**src/sv/aebf_pkg.sv**
```systemverilog
// Package for the alpha edge bleed fill block: sizes, register map,
// pixel and control structures, and the offset square helper.
// Depends on nothing; every other file of the block imports it.
`timescale 1ns / 1ps
`default_nettype none

package aebf_pkg;

	localparam int MAX_WIDTH   = 256;
	localparam int MAX_HEIGHT  = 256;
	localparam int MAX_REACH   = 8;
	localparam int RESET_REACH = 5;

	localparam int XW      = $clog2(MAX_WIDTH);
	localparam int YW      = $clog2(MAX_HEIGHT);
	localparam int WIDTH_W = XW + 1;
	localparam int DEPTH   = MAX_WIDTH * MAX_HEIGHT;
	localparam int AW      = $clog2(DEPTH);

	localparam int DIM_W = 9;
	localparam int RCH_W = 4;
	localparam int OFF_W = $clog2(MAX_REACH) + 1;
	localparam int SQ_W  = 2 * $clog2(MAX_REACH) + 1;
	localparam int D_W   = SQ_W + 1;

	localparam int PADDR_W = 4;
	localparam int IDX_W   = 2;
	localparam int DATA_W  = 32;

	localparam logic [IDX_W-1:0] REG_WIDTH  = 2'd0;
	localparam logic [IDX_W-1:0] REG_HEIGHT = 2'd1;
	localparam logic [IDX_W-1:0] REG_REACH  = 2'd2;

	typedef struct packed {
		logic [7:0] alpha;
		logic [7:0] blue;
		logic [7:0] green;
		logic [7:0] red;
	} pixel_t;

	typedef struct packed {
		logic [XW-1:0]      x_max;
		logic [YW-1:0]      y_max;
		logic [WIDTH_W-1:0] width;
		logic [RCH_W-1:0]   reach;
	} cfg_t;

	typedef struct packed {
		logic          we;
		logic [AW-1:0] waddr;
		pixel_t        wdata;
		logic          re;
		logic [AW-1:0] raddr;
	} ram_req_t;

	function automatic logic [SQ_W-1:0] off_sq(input logic signed [OFF_W-1:0] v);
		logic [OFF_W-1:0] mag;
		logic [SQ_W-1:0]  m;
		mag = (v < 0) ? OFF_W'(-v) : OFF_W'(v);
		m   = SQ_W'(mag);
		return SQ_W'(m * m);
	endfunction

endpackage

`default_nettype wire

```
**src/sv/aebf_regs.sv**
```systemverilog
// Configuration registers behind the APB-style port, with the clamped
// image geometry handed to the fill engine. Depends on aebf_pkg.
`timescale 1ns / 1ps
`default_nettype none

module aebf_regs (
	input  wire logic                         clk,
	input  wire logic                         arst_n,
	input  wire logic                         psel,
	input  wire logic                         penable,
	input  wire logic                         pwrite,
	input  wire logic [aebf_pkg::PADDR_W-1:0] paddr,
	input  wire logic [aebf_pkg::DATA_W-1:0]  pwdata,
	output logic [aebf_pkg::DATA_W-1:0]       prdata,
	output logic                              pready,
	output aebf_pkg::cfg_t                    cfg,
	output logic                              restart
);
	import aebf_pkg::*;

	logic [DIM_W-1:0]   image_width_q;
	logic [DIM_W-1:0]   image_height_q;
	logic [RCH_W-1:0]   feather_reach_q;
	logic [IDX_W-1:0]   idx;
	logic               wr_en;
	logic [WIDTH_W-1:0] eff_w;
	logic [YW:0]        eff_h;

	assign idx    = paddr[PADDR_W-1:2];
	assign pready = 1'b1;
	assign wr_en  = psel & penable & pwrite;

	always_ff @(posedge clk or negedge arst_n) begin
		if (!arst_n) begin
			image_width_q   <= DIM_W'(256);
			image_height_q  <= DIM_W'(256);
			feather_reach_q <= RCH_W'(RESET_REACH);
		end else if (wr_en) begin
			unique case (idx)
				REG_WIDTH:  image_width_q   <= pwdata[DIM_W-1:0];
				REG_HEIGHT: image_height_q  <= pwdata[DIM_W-1:0];
				REG_REACH:  feather_reach_q <= pwdata[RCH_W-1:0];
				default:    ;
			endcase
		end
	end

	always_comb begin
		unique case (idx)
			REG_WIDTH:  restart = wr_en;
			REG_HEIGHT: restart = wr_en;
			REG_REACH:  restart = wr_en;
			default:    restart = 1'b0;
		endcase
	end

	always_comb begin
		unique case (idx)
			REG_WIDTH:  prdata = DATA_W'(image_width_q);
			REG_HEIGHT: prdata = DATA_W'(image_height_q);
			REG_REACH:  prdata = DATA_W'(feather_reach_q);
			default:    prdata = '0;
		endcase
	end

	always_comb begin
		if (image_width_q == '0) begin
			eff_w = WIDTH_W'(1);
		end else if (32'(image_width_q) > 32'(MAX_WIDTH)) begin
			eff_w = WIDTH_W'(MAX_WIDTH);
		end else begin
			eff_w = WIDTH_W'(image_width_q);
		end
		if (image_height_q == '0) begin
			eff_h = (YW+1)'(1);
		end else if (32'(image_height_q) > 32'(MAX_HEIGHT)) begin
			eff_h = (YW+1)'(MAX_HEIGHT);
		end else begin
			eff_h = (YW+1)'(image_height_q);
		end
		cfg.width = eff_w;
		cfg.x_max = XW'(eff_w - WIDTH_W'(1));
		cfg.y_max = YW'(eff_h - (YW+1)'(1));
		if (32'(feather_reach_q) > 32'(MAX_REACH)) begin
			cfg.reach = RCH_W'(MAX_REACH);
		end else begin
			cfg.reach = feather_reach_q;
		end
	end

endmodule

`default_nettype wire

```
**config.mk**
```make
export PLATFORM = sky130hd
export DESIGN_NAME = aebf_regs
export DESIGN_NICKNAME = d
export VERILOG_FILES = /design/src/sv/aebf_pkg.sv /design/src/sv/aebf_regs.sv
export SDC_FILE = /design/constraint.sdc
export NUM_CORES = 1
export LEC_CHECK = 0
export BUFFER_PORTS_ARGS = -buffer_cell sky130_fd_sc_hd__buf_4
export CORE_UTILIZATION = 30
export DETAILED_ROUTE_END_ITERATION = 8
export GPL_ROUTABILITY_DRIVEN = 0
export PLACE_DENSITY_LB_ADDON = 0.12
export RECOVER_POWER = 25
export SETUP_SLACK_MARGIN = 0.15
export SYNTH_ARGS = -nofsm -noshare
export SYNTH_HDL_FRONTEND = slang
export SYNTH_SLANG_ARGS = --single-unit
```
**constraint.sdc**
```tcl
create_clock -name clk -period 4.6 [get_ports clk]
set_clock_uncertainty 0.15 [all_clocks]
set_input_delay 0.46 -clock clk [delete_from_list [all_inputs] [get_ports clk]]
set_output_delay 0.46 -clock clk [all_outputs]
set_load 0.02 [all_outputs]
```
* Yosys cells after proc, flatten, opt, wreduce, memory -nomap -nowiden
Cells that the tools add are included.
Operators by class: reduce and logical (&&, ||, !) cells 7, bitwise gates (word level) 2, order comparisons 3, muxes and demuxes 7, eq/ne operators 2, add/sub/neg operators 2
Operators by type and width (number):
- $pmux W9 S3 | 1
- $gt A9 B9 Y1 const B | 2
- $logic_not A9 Y1 | 2
- $mux W9 | 2
- $mux W8 | 2
- $sub A8 B1 Y8 const B | 2
- $reduce_and A2 Y1 | 3
- $gt A4 B4 Y1 const B | 1
- $mux W4 | 1
- $reduce_or A3 Y1 | 1
- $and A1 B1 Y1 | 2
- $eq A2 B1 Y1 const B | 1
- $eq A2 B2 Y1 const B | 1
- $logic_not A2 Y1 | 1
- $mux W1 | 1
Storage, ports and cells: input bits 41, register bits 22, output and inout port bits 63, word-level logic and storage cells 26

* Depth between registers and ports, before layout
depth in word-level cells 4, mapped depth 8, mapped depth without buffers 7

* Least setup slack after synthesis
Ideal clock, no wire load.
path kind register to output, from register image_width_q[2], to output port cfg[27] in the netlist's numbering, data arrival time 2.239 ns, data required time 3.990 ns, path buffers 1, stages on the path, launching flop included 8, slack 1.751 ns, cell sequence dfrtp_1 > clkbuf_2 > nor4_1 > a21oi_1 > or2_2 > ha_1 > and4b_1 > nor3_1
RTL lines:
- from (decl) | RTL line aebf_regs.sv:21 | logic [DIM_W-1:0] image_width_q;
- from (signal assigned) | RTL line aebf_regs.sv:40 | REG_WIDTH: image_width_q <= pwdata[DIM_W-1:0];
- to (decl) | RTL line aebf_regs.sv:16 | output aebf_pkg::cfg_t cfg,

==> results.toml <==
[outcome]
outcome = "complete, no violations"

[sta]
worst_pin_slew_ns = 1.22
hold_viol = 0
fmax_ghz = 0.328
period_share_pct = 66.4
slew_violations = 0
fin_tns_setup_ns = 0
setup_ws_ns = 1.55
setup_viol = 0
rsz0062_at_grt = "no"
max_slew_margin_pct = 18.4
timing.final.crit_period_ns = 3.05

[clocking]
root_buffer = "clkbuf_8"
cts_tree = "yes"
h-tree-depth = 1
cts_inserted_buffers = 3
clock_latency_ns = 0.26
clockBufferDepth = 2
cts_num_sinks = 22
cts_setup_buffers = 0
clk_pin_slew_ns = 0.08

[worst_setup_path]
path_cells = "nor4_1 > a21oi_1 > or2_2 > ha_1 > and4b_1 > nor3_1 > buf_4"
cp_slowest_cell = "dfrtp_1"
end_kind = "primary output"
critPathMaxStageDelay_ns = 0.48
startpoint = "image_width_q[3]$_DFFE_PN0P_"
timing.rr.start = "image_width_q[8]$_DFFE_PN1P_"
path_buf_inv = 1
worstSetupPathType = "register to primary output"
crit_arrival_ns = 2.44
startpoint_type = "register"
reg2reg_slack_ns = 3.44
worstPathRequired_ns = 3.99
crit_family = "simple AND/OR/NAND/NOR gates"
crit_fanout = 8

[final_layout]
fin_nets = 269
syn2layout_area_growth_pct = 25.0
fillers = 556
antenna_cells = 0
drive_above_1_share_pct = 39.1

[synth]
synthCells = 179
ys_types = 38
syn-cell-area_um2 = 1700
ys.flop_type = "dfrtp_1"
synth_edf_count = 0
post-synth-top-count-cell = "buf_4"
synth_common_cells = "buf_4 (24), dfrtp_1 (18), mux2_2 (13), nor2_1 (13), nor2b_1 (11)"
yosysSeqAreaShare_pct = 32.8
synth_top_area_share_pct = 26.6
ys_top_cells_by_area = "dfrtp_1 (27%), buf_4 (11%), mux2_2 (8.6%)"
syn_area_per_cell_um2 = 9.47
ys_ff_latch = 22
ys_async_sr_fraction_pct = 100
synth_top_area_cell = "dfrtp_1"
synth_warnings = 0

[route]
viasPerCell = 4.58
routed_wl_um = 4030
dr_total_vias = 1360
post-route-drc-count = 0
antenna_left = 0
wl_per_cell_um = 13.6
drtIter0Drc = 25
firstDrtPassIters = 4

[global_routing]
antenna_found_initial = 0
grt_pass1_wl_um = 6460
grt_max_degree = 23
grt_pass1_vias = 1258
grt.total_usage_pct = 13.9
gr-total-overflow = 0

[floorplanning]
start_util_pct = 31.0
core_um2 = 5470
die_y_um = 77.2
num_rows = 27
die_w_um = 77.2
die_area_um2 = 5960
pin_count = 104

[place]
pre_cts_ws_ns = 1.85
port_buffers = 54
hpwlAfterDp_um = 2990

[job]
cap_violations = 0

[hold_path]
hold_path_class = "primary input to register"
hp-start = "pwdata[8]"

[power]
p_leak_uw = 0.00102
pwr_density_cell_nw_per_um2 = 487
vdd_drop_max_mv = 0.201
[power breakdown]
group	total (uW)	internal [uW]	switching [uW]	leakage, uW
clock	180	116	64.0	0.0000357
sequential	338	245	92.9	0.000263
combinational	514	245	269	0.000725
total	1030	606	425	0.00102
[state kept, by name, summed over array words and instances, names as in the netlist]
register	count
image_height_q	9
feather_reach_q	4
image_width_q	9
[through the flow]
step | instances | total power [uW] | hold slack, ns | utilization, % | instance area, um^2
4_1_cts | 297 | 1050 | 0.271 | 38.8 | 2120
3_3_place_gp | 292 | 858 | 0.220 | 37.3 | 2040
3_5_place_dp | 292 | 859 | 0.225 | 37.3 | 2040
5_1_grt | 297 | 1100 | 0.279 | 38.7 | 2120
6_report | 297 | 1030 | 0.283 | 38.7 | 2120
2_1_floorplan | 201 | 670 | 0.0144 | - | 1780
[layout by cell type (no fill, tap or decap), types with 3 or more instances in the layout]
cell       n
nor3_1     8
buf_4     53
nand2_1    5
nor2_1    13
mux2i_1    9
nor2b_1   11
nand3b_1   3
conb_1    24
mux2_2    13
nand2b_1   4
nor3b_1    3
mux2_4     9
clkbuf_8   3
o21ai_0   10
a21oi_1    4
nor4_1     3
dfrtp_1   18
dfstp_2    4
inv_1      4
[area by class of cell]
type | instances | area (um^2) | share of cell area (%)
Timing Repair Buffer | 55 | 412 | 19.4
Tap cell | 72 | 90.1 | 4.25
Sequential cell | 22 | 556 | 26.2
Clock buffer | 3 | 41.3 | 1.95
Inverter | 4 | 15.0 | 0.708
Clock inverter | 1 | 30.0 | 1.42
Multi-Input combinational cell | 140 | 976 | 46.0
[path summary, 6_finish.rpt]
kind | endpoint | cells past startpoint
max in group asynchronous | image_height_q[6]$_DFFE_PN0P_ | 2
worst max-delay path | cfg[27] | 7
min in group asynchronous | feather_reach_q[1]$_DFFE_PN0P_ | 2
worst max register to register | image_width_q[8]$_DFFE_PN1P_ | 1
worst min-delay path | image_height_q[8]$_DFFE_PN1P_ | 2
worst min register to register | feather_reach_q[1]$_DFFE_PN0P_ | 1
[per-layer routing]
layer	part of all wire (%)	track usage, %	vias to the layer above
met5	0	0	-
met4	0.84	4.53	0
met3	5.1	2.62	2
met2	50	23.7	48
met1	44	17.4	646
li1	-	-	664
[kinds of logic (layout without fill, tap and decap cells)]
logic type | count (synthesis) | in the layout | synth area share [%]
AO/OA/AOI/OAI | 21 | 21 | 7.23
XOR/XNOR | 2 | 2 | 1.03
other | 2 | 24 | 0.443
AND/OR/NAND/NOR | 60 | 60 | 20.6
adder cells (fa/ha/maj) | 2 | 2 | 1.48
buffers and inverters | 39 | 63 | 14.5
multiplexers | 31 | 31 | 21.9
flip-flops | 22 | 22 | 32.8
[repair_timing]
| item | in CTS | in global routing |
|---|---|---|
| hold endpoints to repair | 18 | 0 |
| hold buffers | 1 | 0 |
| gates resized for setup | 0 | 0 |
Power figures use the tool's default switching activity.
