$ cat src/sv/aebf_pkg.sv
// Package for the alpha edge bleed fill block: sizes, register map,
// pixel and control structures, and the offset square helper.
// Depends on nothing; every other file of the block imports it.
`timescale 1ns / 1ps
`default_nettype none

package aebf_pkg;

	localparam int MAX_WIDTH   = 256;
	localparam int MAX_HEIGHT  = 256;
	localparam int MAX_REACH   = 8;
	localparam int RESET_REACH = 5;

	localparam int XW      = $clog2(MAX_WIDTH);
	localparam int YW      = $clog2(MAX_HEIGHT);
	localparam int WIDTH_W = XW + 1;
	localparam int DEPTH   = MAX_WIDTH * MAX_HEIGHT;
	localparam int AW      = $clog2(DEPTH);

	localparam int DIM_W = 9;
	localparam int RCH_W = 4;
	localparam int OFF_W = $clog2(MAX_REACH) + 1;
	localparam int SQ_W  = 2 * $clog2(MAX_REACH) + 1;
	localparam int D_W   = SQ_W + 1;

	localparam int PADDR_W = 4;
	localparam int IDX_W   = 2;
	localparam int DATA_W  = 32;

	localparam logic [IDX_W-1:0] REG_WIDTH  = 2'd0;
	localparam logic [IDX_W-1:0] REG_HEIGHT = 2'd1;
	localparam logic [IDX_W-1:0] REG_REACH  = 2'd2;

	typedef struct packed {
		logic [7:0] alpha;
		logic [7:0] blue;
		logic [7:0] green;
		logic [7:0] red;
	} pixel_t;

	typedef struct packed {
		logic [XW-1:0]      x_max;
		logic [YW-1:0]      y_max;
		logic [WIDTH_W-1:0] width;
		logic [RCH_W-1:0]   reach;
	} cfg_t;

	typedef struct packed {
		logic          we;
		logic [AW-1:0] waddr;
		pixel_t        wdata;
		logic          re;
		logic [AW-1:0] raddr;
	} ram_req_t;

	function automatic logic [SQ_W-1:0] off_sq(input logic signed [OFF_W-1:0] v);
		logic [OFF_W-1:0] mag;
		logic [SQ_W-1:0]  m;
		mag = (v < 0) ? OFF_W'(-v) : OFF_W'(v);
		m   = SQ_W'(mag);
		return SQ_W'(m * m);
	endfunction

endpackage

`default_nettype wire

$ cat src/sv/aebf_fill_engine.sv
// Fill engine: load and emit positions, the window scan sequencer over the
// frame store read port, nearest-opaque selection and the output register.
// Depends on aebf_pkg; drives the frame store through a ram_req_t.
`timescale 1ns / 1ps
`default_nettype none

module aebf_fill_engine (
	input  wire logic              clk,
	input  wire logic              arst_n,
	input  wire aebf_pkg::cfg_t    cfg,
	input  wire logic              restart,
	input  wire logic              in_valid,
	output logic                   in_stall,
	input  wire logic              action,
	input  wire aebf_pkg::pixel_t  in_pix,
	output logic                   out_valid,
	input  wire logic              out_stall,
	output aebf_pkg::pixel_t       out_pix,
	output logic                   out_last,
	output aebf_pkg::ram_req_t     ram_req,
	input  wire aebf_pkg::pixel_t  ram_rdata
);
	import aebf_pkg::*;

	typedef enum logic [5:0] {
		ST_IDLE   = 6'b000001,
		ST_CENTER = 6'b000010,
		ST_SETUP  = 6'b000100,
		ST_SCAN   = 6'b001000,
		ST_DRAIN  = 6'b010000,
		ST_HOLD   = 6'b100000
	} state_t;

	state_t state_q;

	logic [AW-1:0] lpos_q, epos_q;
	logic [XW-1:0] lx_q, ex_q;
	logic [YW-1:0] ly_q, ey_q;

	logic [XW-1:0] nx0_q, nx1_q, sx_q;
	logic [YW-1:0] ny1_q, sy_q;
	logic [AW-1:0] row_base_q;

	logic                    cand_s1;
	logic signed [OFF_W-1:0] dx_s1, dy_s1;

	logic          found_q;
	logic [D_W-1:0] best_q;
	logic [23:0]   pick_q;
	logic [7:0]    alpha_q;

	logic          out_valid_q;
	pixel_t        out_pix_q;
	logic          out_last_q;

	logic          in_fire, load_fire, req_fire, hold_fire;
	logic          load_end, emit_end;
	logic [XW:0]   rx, lo_x_diff, hi_x_sum;
	logic [YW:0]   ry, lo_y_diff, hi_y_sum;
	logic [XW-1:0] nx0, nx1;
	logic [YW-1:0] ny0, ny1;
	logic signed [OFF_W-1:0] dx, dy;
	logic [D_W-1:0] cand_dist;
	logic          take;

	assign in_stall  = (state_q != ST_IDLE);
	assign in_fire   = in_valid & ~in_stall;
	assign load_fire = in_fire & ~action;
	assign req_fire  = in_fire & action;
	assign hold_fire = (state_q == ST_HOLD) & (~out_valid_q | ~out_stall);

	assign load_end = (lx_q == cfg.x_max) && (ly_q == cfg.y_max);
	assign emit_end = (ex_q == cfg.x_max) && (ey_q == cfg.y_max);

	always_comb begin
		rx        = (XW+1)'(cfg.reach);
		ry        = (YW+1)'(cfg.reach);
		lo_x_diff = {1'b0, ex_q} - rx;
		lo_y_diff = {1'b0, ey_q} - ry;
		hi_x_sum  = {1'b0, ex_q} + rx - (XW+1)'(1);
		hi_y_sum  = {1'b0, ey_q} + ry - (YW+1)'(1);
		nx0 = ({1'b0, ex_q} >= rx) ? lo_x_diff[XW-1:0] : '0;
		ny0 = ({1'b0, ey_q} >= ry) ? lo_y_diff[YW-1:0] : '0;
		nx1 = (hi_x_sum > {1'b0, cfg.x_max}) ? cfg.x_max : hi_x_sum[XW-1:0];
		ny1 = (hi_y_sum > {1'b0, cfg.y_max}) ? cfg.y_max : hi_y_sum[YW-1:0];
	end

	always_comb begin
		dx        = $signed(OFF_W'({1'b0, sx_q} - {1'b0, ex_q}));
		dy        = $signed(OFF_W'({1'b0, sy_q} - {1'b0, ey_q}));
		cand_dist = D_W'(off_sq(dx_s1)) + D_W'(off_sq(dy_s1));
		take = cand_s1 && (ram_rdata.alpha != 8'd0) && (!found_q || (cand_dist < best_q));
	end

	always_comb begin
		ram_req.we    = load_fire;
		ram_req.waddr = lpos_q;
		ram_req.wdata = in_pix;
		ram_req.re    = req_fire | (state_q == ST_SCAN);
		ram_req.raddr = (state_q == ST_SCAN) ? (row_base_q + AW'(sx_q)) : epos_q;
	end

	always_ff @(posedge clk or negedge arst_n) begin
		if (!arst_n) begin
			state_q     <= ST_IDLE;
			lpos_q      <= '0;
			lx_q        <= '0;
			ly_q        <= '0;
			epos_q      <= '0;
			ex_q        <= '0;
			ey_q        <= '0;
			cand_s1     <= 1'b0;
			found_q     <= 1'b0;
			out_valid_q <= 1'b0;
		end else begin
			cand_s1     <= (state_q == ST_SCAN);
			out_valid_q <= hold_fire | (out_valid_q & out_stall);
			if (take) begin
				found_q <= 1'b1;
			end

			unique case (state_q)
				ST_IDLE: begin
					if (load_fire) begin
						if (load_end) begin
							lpos_q <= '0;
							lx_q   <= '0;
							ly_q   <= '0;
						end else begin
							lpos_q <= lpos_q + AW'(1);
							if (lx_q == cfg.x_max) begin
								lx_q <= '0;
								ly_q <= ly_q + YW'(1);
							end else begin
								lx_q <= lx_q + XW'(1);
							end
						end
					end
					if (req_fire) begin
						state_q <= ST_CENTER;
					end
				end
				ST_CENTER: begin
					if (ram_rdata.alpha != 8'd0) begin
						found_q <= 1'b1;
						state_q <= ST_HOLD;
					end else begin
						found_q <= 1'b0;
						state_q <= (cfg.reach == '0) ? ST_HOLD : ST_SETUP;
					end
				end
				ST_SETUP: begin
					state_q <= ST_SCAN;
				end
				ST_SCAN: begin
					if (sx_q == nx1_q && sy_q == ny1_q) begin
						state_q <= ST_DRAIN;
					end
				end
				ST_DRAIN: begin
					state_q <= ST_HOLD;
				end
				ST_HOLD: begin
					if (hold_fire) begin
						state_q <= ST_IDLE;
						if (emit_end) begin
							epos_q <= '0;
							ex_q   <= '0;
							ey_q   <= '0;
						end else begin
							epos_q <= epos_q + AW'(1);
							if (ex_q == cfg.x_max) begin
								ex_q <= '0;
								ey_q <= ey_q + YW'(1);
							end else begin
								ex_q <= ex_q + XW'(1);
							end
						end
					end
				end
				default: begin
					state_q <= ST_IDLE;
				end
			endcase

			if (restart) begin
				lpos_q <= '0;
				lx_q   <= '0;
				ly_q   <= '0;
				epos_q <= '0;
				ex_q   <= '0;
				ey_q   <= '0;
			end
		end
	end

	always_ff @(posedge clk) begin
		dx_s1 <= dx;
		dy_s1 <= dy;
		if (take) begin
			best_q <= cand_dist;
			pick_q <= ram_rdata[23:0];
		end
		unique case (state_q)
			ST_CENTER: begin
				nx0_q   <= nx0;
				nx1_q   <= nx1;
				ny1_q   <= ny1;
				sx_q    <= nx0;
				sy_q    <= ny0;
				alpha_q <= ram_rdata.alpha;
				if (ram_rdata.alpha != 8'd0) begin
					pick_q <= ram_rdata[23:0];
				end
			end
			ST_SETUP: begin
				row_base_q <= AW'(sy_q) * AW'(cfg.width);
			end
			ST_SCAN: begin
				if (sx_q == nx1_q) begin
					sx_q       <= nx0_q;
					sy_q       <= sy_q + YW'(1);
					row_base_q <= row_base_q + AW'(cfg.width);
				end else begin
					sx_q <= sx_q + XW'(1);
				end
			end
			default: ;
		endcase
		if (hold_fire) begin
			out_pix_q  <= found_q ? {alpha_q, pick_q} : 32'd0;
			out_last_q <= emit_end;
		end
	end

	assign out_valid = out_valid_q;
	assign out_pix   = out_pix_q;
	assign out_last  = out_last_q;

endmodule

`default_nettype wire

$ cat config.mk
export PLATFORM = sky130hd
export DESIGN_NAME = aebf_fill_engine
export DESIGN_NICKNAME = d
export VERILOG_FILES = /design/src/sv/aebf_pkg.sv /design/src/sv/aebf_fill_engine.sv
export SDC_FILE = /design/constraint.sdc
export NUM_CORES = 1
export LEC_CHECK = 0
export BUFFER_PORTS_ARGS = -buffer_cell sky130_fd_sc_hd__buf_2
export CORE_MARGIN = 2
export CORE_UTILIZATION = 54
export CTS_CLUSTER_DIAMETER = 100
export DETAILED_ROUTE_END_ITERATION = 10
export MAX_ROUTING_LAYER = met4
export PLACE_DENSITY_LB_ADDON = 0.15
export SLEW_MARGIN = 30
export SYNTH_ARGS = -nofsm -noshare
export SYNTH_HDL_FRONTEND = slang
export SYNTH_SLANG_ARGS = --single-unit
$ cat constraint.sdc
create_clock -name clk -period 4.85 [get_ports clk]
set_clock_uncertainty 0.05 [all_clocks]
set_input_delay 0.97 -clock clk [delete_from_list [all_inputs] [get_ports clk]]
set_output_delay 0.97 -clock clk [all_outputs]
set_load 0.01 [all_outputs]
After elaboration in Yosys (flattened, before gate mapping)
Index checks and enable logic that the tools add are counted.
{ "totals": {"register_bits": 210, "word_cells": 164, "in_bits": 99} }
{ "op_classes": {"mul": 3, "reduce_logical": 25, "order_cmp": 7, "mux": 53, "n_addsub": 21, "n_eq_ne": 17, "n_bitwise": 12} }
{ "ops": {"columns": ["op", "n"], "rows": [
  ["2-to-1 mux 8 bit", 26],
  ["2-to-1 mux 16 bit", 10],
  ["2-to-1 mux 24 bit", 3],
  ["adder 8 x 1 -> 8 bit, second input constant", 6],
  ["equality test 8 bit", 6],
  ["case mux 6 bit (6 select lines)", 1],
  ["adder 16 x 1 -> 16 bit, second input constant", 2],
  ["case mux 16 bit (2 select lines)", 1],
  ["case mux 8 bit (2 select lines)", 2],
  ["2-to-1 mux 6 bit", 5],
  ["adder 8 x 4 -> 9 bit", 2],
  ["greater-than comparator 9 x 8 -> 1 bit", 2],
  ["subtractor 9 x 1 -> 9 bit, second input constant", 2],
  ["adder 16 x 8 -> 16 bit", 1],
  ["adder 16 x 9 -> 16 bit", 1],
  [">= comparator 8 x 4 -> 1 bit", 2],
  ["multiplier 8 x 9 -> 16 bit", 1],
  ["subtractor 8 x 4 -> 8 bit", 2],
  ["multiplier 4 x 4 -> 7 bit", 2],
  ["nonzero test 2 bit", 7],
  ["AND reduction 3 bit", 3],
  ["adder 7 x 7 -> 8 bit", 1],
  ["< comparator 4 x 1 -> 1 bit, second input constant", 2],
  ["< comparator 8 bit", 1],
  ["other kinds (23)", 47]
]} }

Longest topological paths before layout
Gate-level depths: netlist of the first run.
{ "logic_depth": {"depth_word": 10, "ltp_mapped": 24} }

Least setup slack after synthesis of the first run
Ideal clock, no wire load.
{ "synth_timing": {"path_type": "input to register", "from": "in cfg[5] in the netlist's numbering", "to": "reg row_base_q[15], data pin", "cell_stages": 14, "path_slack_ps": -80, "path_buffers": 0, "t_required_ps": 4533, "arrival_time_ps": 4613, "path_cell_list": "and2_1 -> fa_1 -> fa_1 -> inv_1 -> fa_1 -> fa_1 -> inv_1 -> ha_1 -> o21a_1 -> o31a_1 -> o41ai_1 -> o21ai_0 -> xnor2_1 -> mux2i_1"} }
{ "synth_between": {"elab_chain_len": 3, "word_cells_on_any_way": 4, "cone_classes": "1 x add/sub; 1 x mul; 2 x mux"} }
{ "synth_lines": {"columns": ["element", "line_no", "rtl"], "rows": [
  ["start, declared", "aebf_fill_engine.sv:10", "input wire aebf_pkg::cfg_t cfg,"],
  ["branches (longest 2 deep; another with multiplier 8 x 9 -> 16 bit)", null, null],
  ["case mux 16 bit (2 select lines) (*)", "aebf_fill_engine.sv:204", "unique case (state_q)"],
  ["end signal, assigned", "aebf_fill_engine.sv:217", "row_base_q <= AW'(sy_q) * AW'(cfg.width);"],
  ["end signal, assigned", "aebf_fill_engine.sv:223", "row_base_q <= row_base_q + AW'(cfg.width);"],
  ["end, declared", "aebf_fill_engine.sv:42", "logic [AW-1:0] row_base_q;"]
]} }
Mark *: on every way between the ends. The select of a mux whose other input is x is not followed.
A chain may end at the register's enable or synchronous reset.

Worst setup path after layout of the first run
Same ends and word-level chain as after synthesis.

==> key figures, run 1 <==
Worst setup path
  • CP Launch Type: input pin
  • Endpoint class of the critical path: flip-flop
  • Worst Path Arrival: 4.88 ns
  • Worst endpoint required time: 5.06 ns
  • CP max FO: 4
  • CP Class: in -> reg

Layout
  • Fin util: 63.58%
  • Final non-filler cell total: 2219
  • Nets: 2121
  • Fin area: 18350 um^2
  • Area grow syn2layout: 15.08%
  • Share of layout cells above drive strength 1: 19.07%
  • N_diodes: 0

Timing
  • Final Hold Slack: 0.3787 ns
  • Max Slew Vio Count: 0
  • Rel. slew slack: 35.11%
  • Clock period minus worst slack: 4.672 ns
  • Final Setup Violations: 0
  • Slew @ Worst Pin: 0.9645 ns
  • Crit share post-route: 96.33%
  • Max Fclk: 214.0 MHz
  • Fin Setup TNS: 0 ns
  • Endpoints failing hold: 0

Placement
  • Dpl hpwl: 29.03 mm
  • Port Buffer Count: 135
  • Routability cong.: 0.9186
  • Inst Count DP: 2160
  • Area after DPL: 17220 um^2

Hold path
  • Min-delay worst type: in -> async

Power and ir drop
  • Switching Share: 34.05%
  • Clock share of power: 24.5%
  • Combinational power share: 43.8%
  • Psw: 2.564 mW
  • Leakage: 8.324 nW
  • Internal power: 4.965 mW
  • Register share of total power: 31.7%
  • Power per cell area: 410.4 nW/um^2
  • VDD IR-drop max: 0.2660 mV

Floorplan
  • I/O pin count: 200
  • Initial Util: 55.25%
  • DIE AREA: 30910 um^2
  • Die Height: 175.8 um
  • Row count: 62
  • Core area: 28860 um^2
  • Die Width: 175.8 um

Synth
  • Post-synth ARST share: 34.76%
  • Synth Register Bits: 210
  • Post-synth top cells: ha_1 (153), inv_1 (144), nand2_1 (130)
  • EDFF count, synth: 105
  • Ranking of synthesized cells by area: edfxtp_1 (20%), ha_1 (12%), dfrtp_1 (11%)
  • Synth cell types: 76
  • Gate Count Post-Synth: 1650
  • Post-Syn Area: 15940 um^2
  • Area leader, netlist: edfxtp_1
  • Yosys warns: 0
  • Syn avg cell area: 9.662 um^2
  • Post-synthesis sequential area ratio: 35.26%
  • Post-synth top area share: 19.78%
  • Synth Flop Type: edfxtp_1
  • Count leader, synth: ha_1

Routing
  • Via density: 5.661
  • Avg WL per Cell: 17.35 um
  • DRC Markers: 0
  • Final antenna-violating net count: 0
  • Vias: 12560
  • 1st-iter DRT viols: 875
  • DRT Pass-1 Iters: 5
  • Routed wire length: 38.51 mm

CTS
  • CTS Buf Count: 24
  • Root Driver: clkbuf_16
  • H-tree Lvls: 1
  • CTS tree: done
  • CTS max path bufs: 3
  • Clock slew at reported path FFs: 0.06 ns
  • Skew-Pair Late Insertion Delay: 0.52 ns
  • Post-CTS Hold Buffers: 0
  • CTS Sinks: 210

GRT
  • GRT Overall Usage: 25.52%
  • Global-route wire length before repair: 62.18 mm
  • Largest net degree at the start of global routing: 42
  • Grt ovf: 0
  • Initial antenna violation count: 0
  • Vias in the first global route: 12330

Status
  • Outcome: finished, final reports clean

Flow run
  • # Max-Cap Violations: 0
metal layers:
metal / up-vias / track usage [%] / share of wire (%)
li1: 6074 / - / -
met1: 6087 / 33.29 / 45
met2: 343 / 42.55 / 48
met3: 57 / 3.658 / 5.4
met4: 0 / 5.475 / 1.9
met5: - / - / 0
power by group through the flow:
stage | clock network (mW) | logic (mW) | registers (mW)
floorplan | 0 | 2.20 | 2.36
global placement | 0 | 2.88 | 2.40
detailed placement | 0 | 2.98 | 2.42
CTS | 1.88 | 3.09 | 2.39
global route | 1.95 | 3.67 | 2.42
finish | 1.84 | 3.30 | 2.39
what timing repair did:
action,4_1_cts,5_1_grt
pin swaps,3,30
hold endpoints to repair,0,0
gates resized for setup,12,29
setup buffers,2,13
setup endpoints to repair,24,26
gates cloned,2,0
state kept, by name, summed over array words and instances (netlist names), 6 cells and up:
name / cells
out_pix: 32
pick_q: 24
epos_q: 16
lpos_q: 16
row_base_q: 16
alpha_q: 8
best_q: 8
ex_q: 8
ey_q: 8
lx_q: 8
ly_q: 8
nx0_q: 8
nx1_q: 8
ny1_q: 8
sx_q: 8
sy_q: 8
state_q: 6
layout make-up:
cell class / count / area [um^2]
clock inverter: 12 / 127.6
inverter: 146 / 553.0
tap: 384 / 480.5
timing repair buffer: 220 / 1356
sequential: 210 / 5628
clock buffer: 32 / 681.9
fill: 2442 / 10510
multi-input combinational: 1215 / 9519
per-stage QoR:
| stage | setup WS [ns] | power (mW) |
|---|---|---|
| after floorplan | 0.02409 | 4.555 |
| after global placement | -0.1972 | 5.289 |
| after detailed placement | -0.3132 | 5.396 |
| after CTS | 0.03019 | 7.357 |
| after global routing | -0.04154 | 8.037 |
| final | 0.1778 | 7.529 |
critical path: stages:
cell	delay (ns)
buf_2	0.14
and2_1	0.18
fa_1	0.45
fa_1	0.54
inv_1	0.05
fa_1	0.46
fa_1	0.54
inv_1	0.05
ha_1	0.32
o21a_1	0.18
o31a_1	0.14
o41ai_2	0.38
o21ai_0	0.19
xnor2_1	0.20
mux2i_1	0.09
cell usage in the layout, fill, tap and decap left out, types with 18 or more instances in the layout:
| cell type | n |
|---|---|
| a21o_1 | 27 |
| a21oi_1 | 78 |
| and2_1 | 70 |
| and3_1 | 24 |
| buf_2 | 134 |
| buf_4 | 82 |
| clkbuf_16 | 25 |
| dfrtp_1 | 72 |
| dfxtp_1 | 29 |
| edfxtp_1 | 105 |
| fa_1 | 52 |
| ha_1 | 148 |
| inv_1 | 141 |
| mux2_2 | 40 |
| nand2_1 | 130 |
| nand3_1 | 40 |
| nand4_1 | 27 |
| nor2_1 | 87 |
| nor2b_1 | 18 |
| nor3_1 | 21 |
| o21ai_0 | 101 |
| xnor2_1 | 81 |
| xor2_1 | 56 |
kinds of logic after synthesis:
group           share of synthesized area (%)
other cells                           0.02352
mux                                     3.657
fa+ha+maj                               18.54
flops                                   35.26
compound gates                          12.81
buf+inv                                 6.216
simple gates                            15.75
xor+xnor                                7.746
path summary, 6_finish.rpt:
kind	from	endpoint	slack, ns	cells past startpoint
max in group asynchronous	arst_n	state_q[0]	3.44	2
hold / removal	arst_n	lpos_q[7]	0.38	1
min in group clk	pick_q[12]	pick_q[12]	0.42	1
setup / recovery	cfg[5]	row_base_q[15]	0.18	15
setup reg to reg	dy_s1[0]	pick_q[13]	0.18	20
hold reg to reg	pick_q[12]	pick_q[12]	0.42	1
Note: power is estimated with default switching activity, not from simulation.
==> run 2, diff against run 1 <==
Settings changed: SETUP_SLACK_MARGIN set to 0.5.
==> key figures, run 2 (synthesis results as in run 1) <==
Status
  • Outcome: finished, final reports clean (unchanged)

Worst setup path
  • Worst R2R End: pick_q[2] (was pick_q[13])
  • CP Launch Type: flip-flop (was input pin)
  • Worst Path Arrival: 4.96 ns (was 4.88 ns)
  • Reg-to-Reg Start: dx_s1[0] (was dy_s1[0])
  • CP Class: reg -> reg (was in -> reg)
  • R2r worst-path depth: 23 (was 20)
  • Endpoint class of the critical path: flip-flop (unchanged)
  • CP max FO: 7 (was 4)
  • Worst endpoint required time: 5.21 ns (was 5.06 ns)
  • Reg2reg setup slack: 0.25 ns (was 0.18 ns)

Layout
  • Commonest cells after routing, fill and taps aside: ha_1 (138), inv_1 (134), buf_2 (128), nand2_1 (127), edfxtp_1 (105) (was ha_1 (148), inv_1 (141), buf_2 (134), nand2_1 (130), edfxtp_1 (105))
  • Share of layout cells above drive strength 1: 20.51% (was 19.07%)
  • N_diodes: 0 (unchanged)
  • Nets: 2100 (was 2121)
  • Fin util: 64.70% (was 63.58%)
  • Most common cell after layout, fill and taps aside: ha_1 (unchanged)
  • Register area: 5638 um^2 (was 5628 um^2)
  • Fill cell total of the finished layout: 2379 (was 2442)
  • Max reg flops: 32 (unchanged)
  • Multi-input logic area: 9811 um^2 (was 9519 um^2)
  • Area grow syn2layout: 17.11% (was 15.08%)

Timing
  • Rel. slew slack: 33.45% (was 35.11%)
  • Crit share post-route: 94.76% (was 96.33%)
  • Slew @ Worst Pin: 0.9946 ns (was 0.9645 ns)
  • Clock period minus worst slack: 4.596 ns (was 4.672 ns)
  • Final Setup Violations: 0 (unchanged)
  • Final Hold Slack: 0.4042 ns (was 0.3787 ns)
  • Max Fclk: 217.6 MHz (was 214.0 MHz)
  • Max Slew Vio Count: 0 (unchanged)
  • RSZ-0062 raised after global routing: true
  • Endpoints failing hold: 0 (unchanged)

Placement
  • Dpl hpwl: 30.01 mm (was 29.03 mm)
  • Routability cong.: 0.8987 (was 0.9186)
  • Port Buffer Count: 135 (unchanged)

Flow run
  • # Max-Cap Violations: 0 (unchanged)

Power and ir drop
  • Switching Share: 33.45% (was 34.05%)
  • Register share of total power: 30.4% (was 31.7%)
  • Psw: 2.652 mW (was 2.564 mW)
  • Power per cell area: 424.6 nW/um^2 (was 410.4 nW/um^2)
  • Internal power: 5.276 mW (was 4.965 mW)
  • Leakage: 8.401 nW (was 8.324 nW)
  • Clock share of power: 25.7% (was 24.5%)
  • VDD IR-drop max: 0.3071 mV (was 0.2660 mV)
  • Combinational power share: 44.0% (was 43.8%)

Routing
  • DRT Pass-1 Iters: 5 (unchanged)
  • Routed wire length: 39.66 mm (was 38.51 mm)
  • Final antenna-violating net count: 0 (unchanged)
  • 1st-iter DRT viols: 761 (was 875)
  • Via density: 5.630 (was 5.661)
  • DRC Markers: 0 (unchanged)
  • Vias: 12370 (was 12560)
  • Avg WL per Cell: 18.05 um (was 17.35 um)

CTS
  • Clock slew at reported path FFs: 0.06 ns (about the same)
  • CTS max path bufs: 3 (unchanged)
  • Root Driver: clkbuf_16 (unchanged)
  • Skew-Pair Late Insertion Delay: 0.53 ns (was 0.52 ns)
  • H-tree Lvls: 1 (unchanged)
  • Post-CTS Hold Buffers: 0 (unchanged)
  • CTS Sinks: 210 (unchanged)
  • CTS tree: done (unchanged)
  • CTS Buf Count: 26 (was 24)

GRT
  • GRT Overall Usage: 26.60% (was 25.52%)
  • Largest net degree at the start of global routing: 74 (was 42)
  • Initial antenna violation count: 0 (unchanged)
  • Grt ovf: 0 (unchanged)
  • Vias in the first global route: 12450 (was 12330)
  • Global-route wire length before repair: 64.52 mm (was 62.18 mm)

Floorplan
  • Core area: 28860 um^2 (unchanged)
  • I/O pin count: 200 (unchanged)
  • Row count: 62 (unchanged)
  • DIE AREA: 30910 um^2 (unchanged)
  • Initial Util: 55.25% (unchanged)
  • Die Height: 175.8 um (unchanged)
  • Die Width: 175.8 um (unchanged)

Hold path
  • Min-delay worst type: in -> async (unchanged)
==> run 2: area by class of cell <==
class / instances / area share, %
Multi-Input combinational cell: 1215 / 52.55
Sequential cell: 210 / 30.20
Timing Repair Buffer: 197 / 6.849
Clock buffer: 35 / 3.940
Inverter: 146 / 3.022
Tap cell: 384 / 2.573
Clock inverter: 11 / 0.8712
==> run 2: power by group through the flow <==
stage | sequential [mW] | clock [mW] | combinational (mW)
finish | 2.41 | 2.03 | 3.49
global placement | 2.42 | 0 | 3.03
floorplan | 2.36 | 0 | 2.49
CTS | 2.40 | 2.06 | 3.37
detailed placement | 2.43 | 0 | 3.14
global route | 2.43 | 2.13 | 3.91
==> run 2: timing repair <==
item,CTS,global route
pin swaps,24,21
buffers inserted,17,8
endpoints found under the hold margin,0,0
resized for setup,28,38
gates cloned,3,0
setup endpoints to repair,37,51
==> run 2: worst max path at each step <==
stage | start | end | cells past startpoint
2_1_floorplan | cfg[7] | row_base_q[13] | 14
3_3_place_gp | cfg[7] | row_base_q[13] | 14
3_5_place_dp | cfg[7] | row_base_q[13] | 14
4_1_cts | dx_s1[1] | pick_q[16] | 23
5_1_grt | dy_s1[1] | pick_q[1] | 23
6_report | dx_s1[0] | pick_q[2] | 23
==> run 2: per-stage QoR <==
stage	TNS, ns	area, um^2	power [mW]	worst slack, ns	std cells
floorplan	0	16290	4.855	0.2918	1651
global placement	0	17250	5.457	0.03498	2124
detailed placement	-0.01117	17260	5.570	-0.01117	2124
CTS	0	18500	7.833	0.1846	2190
global route	0	18670	8.472	0.05839	2198
finish	0	18670	7.928	0.2542	2198
==> run 2: worst max-delay path, stage by stage, from the launching register on <==
cell and delay, ns:
dfxtp_4 0.38, inv_4 0.04, ha_4 0.16, nor2b_4 0.11, xnor2_2 0.13, inv_2 0.06, ha_1 0.29, xor2_1 0.14
ha_1 0.31, ha_4 0.24, xor2_1 0.15, ha_1 0.32, a21oi_2 0.22, nor2b_1 0.07, o21ai_1 0.12, nand2b_1 0.13
ha_4 0.30, nand4_1 0.08, a211o_1 0.26, a22oi_2 0.16, a21o_4 0.20, buf_6 0.11, buf_12 0.12, mux2_2 0.33
==> run 2: layer usage <==
| layer | share of wire (%) | vias to the layer above | wire, um | track usage [%] |
|---|---|---|---|---|
| li1 | - | 6033 | - | - |
| met1 | 44 | 5945 | 17270 | 33.69 |
| met2 | 49 | 329 | 19450 | 45.11 |
| met3 | 5.0 | 67 | 1966 | 3.636 |
| met4 | 2.5 | 0 | 977 | 6.853 |
| met5 | 0 | - | 0 | - |
==> run 3, diff against run 2 <==
Settings changed: BUFFER_PORTS_ARGS -buffer_cell sky130_fd_sc_hd__buf_2 to not set, CORE_UTILIZATION 54 to 59, DONT_BUFFER_PORTS set to 1, REMOVE_ABC_BUFFERS set to 1.
==> key figures, run 3 (synthesis results as in run 1) <==
Status
  • Outcome: finished, violations left (was finished, final reports clean)
  • Failing checks: setup timing

GRT
  • Largest net degree at the start of global routing: 74 (unchanged)
  • Initial antenna violation count: 0 (unchanged)
  • Global-route wire length before repair: 65.34 mm (was 64.52 mm)
  • Grt ovf: 0 (unchanged)
  • Vias in the first global route: 12170 (was 12450)
  • GRT Overall Usage: 29.62% (was 26.60%)

Worst setup path
  • CP Launch Type: flip-flop (unchanged)
  • Worst Path Arrival: 5.25 ns (was 4.96 ns)
  • Max incr delay on CP: 0.33 ns (was 0.38 ns)
  • CP Class: reg -> reg (unchanged)
  • Worst endpoint required time: 5.21 ns (about the same)
  • Endpoint class of the critical path: flip-flop (unchanged)
  • Most used cell, CP: ha_4
  • CP max FO: 6 (was 7)
  • Cells along the critical path: buf_6 > nor4b_4 > and2_4 > ha_4 > xor2_1 > ha_1 > ha_4 > a21o_1 > a21oi_2 > xor2_1 > ha_1 > o21ai_1 > nand2b_1 > ha_4 > nand4_1 > a211o_1 > a22oi_2 > a21o_4 > buf_6 > buf_12 > buf_16 > mux2_4 (was inv_4 > ha_4 > nor2b_4 > xnor2_2 > inv_2 > ha_1 > xor2_1 > ha_1 > ha_4 > xor2_1 > ha_1 > a21oi_2 > nor2b_1 > o21ai_1 > nand2b_1 > ha_4 > nand4_1 > a211o_1 > a22oi_2 > a21o_4 > buf_6 > buf_12 > mux2_2)
  • Slowest-stage cell, CP: dfxtp_2 (was dfxtp_4)

Timing
  • Max Fclk: 204.7 MHz (was 217.6 MHz)
  • Rel. slew slack: 48.51% (was 33.45%)
  • RSZ-0062 raised after global routing: true (unchanged)
  • Clock period minus worst slack: 4.885 ns (was 4.596 ns)
  • Fin Setup TNS: -0.2950 ns (was 0 ns)
  • Slew @ Worst Pin: 0.7724 ns (was 0.9946 ns)
  • Crit share post-route: 100.7% (was 94.76%)
  • Final WS setup: -0.03522 ns (was 0.2542 ns)
  • Max Slew Vio Count: 0 (unchanged)
  • Final Setup Violations: 13 (was 0)
  • Endpoints failing hold: 0 (unchanged)

Routing
  • Via density: 6.017 (was 5.630)
  • Routed wire length: 41.54 mm (was 39.66 mm)
  • Vias: 12380 (was 12370)
  • Avg WL per Cell: 20.18 um (was 18.05 um)
  • DRT Pass-1 Iters: 6 (was 5)
  • Final antenna-violating net count: 0 (unchanged)
  • DRC Markers: 0 (unchanged)
  • 1st-iter DRT viols: 1113 (was 761)

CTS
  • CTS tree: done (unchanged)
  • Post-CTS Hold Buffers: 0 (unchanged)
  • CTS Buf Count: 25 (was 26)
  • CTS max path bufs: 3 (unchanged)
  • Clock slew at reported path FFs: 0.06 ns (about the same)
  • CTS Sinks: 210 (unchanged)
  • H-tree Lvls: 1 (unchanged)
  • Root Driver: clkbuf_16 (unchanged)
  • Skew-Pair Late Insertion Delay: 0.53 ns (about the same)

Layout
  • Commonest cells after routing, fill and taps aside: ha_1 (135), inv_1 (133), nand2_1 (125), edfxtp_1 (105), o21ai_0 (93) (was ha_1 (138), inv_1 (134), buf_2 (128), nand2_1 (127), edfxtp_1 (105))
  • Nets: 2004 (was 2100)
  • Share of layout cells above drive strength 1: 17.47% (was 20.51%)
  • Most common cell after layout, fill and taps aside: ha_1 (unchanged)
  • Fill cell total of the finished layout: 2022 (was 2379)
  • Max reg flops: 32 (unchanged)
  • N_diodes: 0 (unchanged)
  • Area grow syn2layout: 15.30% (was 17.11%)

Floorplan
  • Core area: 26730 um^2 (was 28860 um^2)
  • I/O pin count: 200 (unchanged)
  • DIE AREA: 28350 um^2 (was 30910 um^2)
  • Row count: 60 (was 62)
  • Initial Util: 59.65% (was 55.25%)
  • Die Width: 168.4 um (was 175.8 um)
  • Die Height: 168.4 um (was 175.8 um)

Placement
  • Routability cong.: 0.9469 (was 0.8987)
  • Port Buffer Count: 0 (was 135)
  • Dpl hpwl: 29.10 mm (was 30.01 mm)

Power and ir drop
  • Tot Pwr: 8.454 mW (was 7.928 mW)
  • Leakage: 8.054 nW (was 8.401 nW)
  • Power per cell area: 459.9 nW/um^2 (was 424.6 nW/um^2)
  • VDD IR-drop max: 0.5256 mV (was 0.3071 mV)

Hold path
  • Min-delay worst type: in -> async (unchanged)

Flow run
  • # Max-Cap Violations: 0 (unchanged)
run 3: per-layer routing:
metal / part of all wire (%) / vias to the layer above / global-route usage [%]
li1: - / 5843 / -
met1: 43 / 5988 / 39.49
met2: 46 / 469 / 45.79
met3: 7.4 / 82 / 6.229
met4: 3.0 / 0 / 8.996
met5: 0 / - / -
run 3: layout make-up:
class / instances / area, um^2 / area share [%]
Timing Repair Buffer: 102 / 943.4 / 5.132
Multi-Input combinational cell: 1215 / 9986 / 54.32
Sequential cell: 210 / 5627 / 30.61
Inverter: 146 / 556.8 / 3.029
Tap cell: 341 / 426.7 / 2.321
Clock inverter: 11 / 146.4 / 0.7964
Clock buffer: 33 / 696.9 / 3.791
run 3: stage by stage:
step                cell area (um^2)  worst slack, ns  cells  hold WS (ns)  util (%)
floorplan                      15510          -0.1269   1571        0.3986         -
global placement               16300         -0.06919   1958        0.4037     60.99
detailed placement             16310          -0.1989   1959        0.4106     61.02
CTS                            17890           0.1369   2045       0.07131     66.95
global route                   18380          -0.2004   2058       0.07525     68.78
finish                         18380         -0.03522   2058       0.08869     68.78
run 3: worst max-delay path: cells and delay by family (launching register included):
family	cells	cell delay, ns
adders and majority gates	5	1.38
xor gates and xnor gates	2	0.41
buffers and inverters	4	0.46
DFF	1	0.33
AOI/OAI and AO/OA	6	1.11
and+or+nand+nor	4	0.72
muxes	1	0.30
run 3: final timing paths:
check / slack (ns) / cells past startpoint / endpoint / startpoint
worst max-delay path: -0.04 / 22 / pick_q[11] / dy_s1[1]
worst max register to register: -0.04 / 22 / pick_q[11] / dy_s1[1]
min in group clk: 0.43 / 1 / pick_q[4] / pick_q[4]
worst min-delay path: 0.09 / 0 / epos_q[15] / arst_n
max in group asynchronous: 4.45 / 0 / state_q[0] / arst_n
worst min register to register: 0.43 / 1 / pick_q[4] / pick_q[4]
run 3: repair_timing:
action                                  4_1_cts  5_1_grt
gates cloned                                  2        0
resized for setup                            84       86
pin swaps                                    54       58
endpoints found under the setup margin       41       60
setup buffers                                40       13
run 3: power breakdown:
part           total, mW  switching [mW]  internal (mW)
sequential          2.40           0.173           2.23
combinational       4.10            1.97           2.13
clock               1.95           0.775           1.18
total               8.45            2.92           5.54
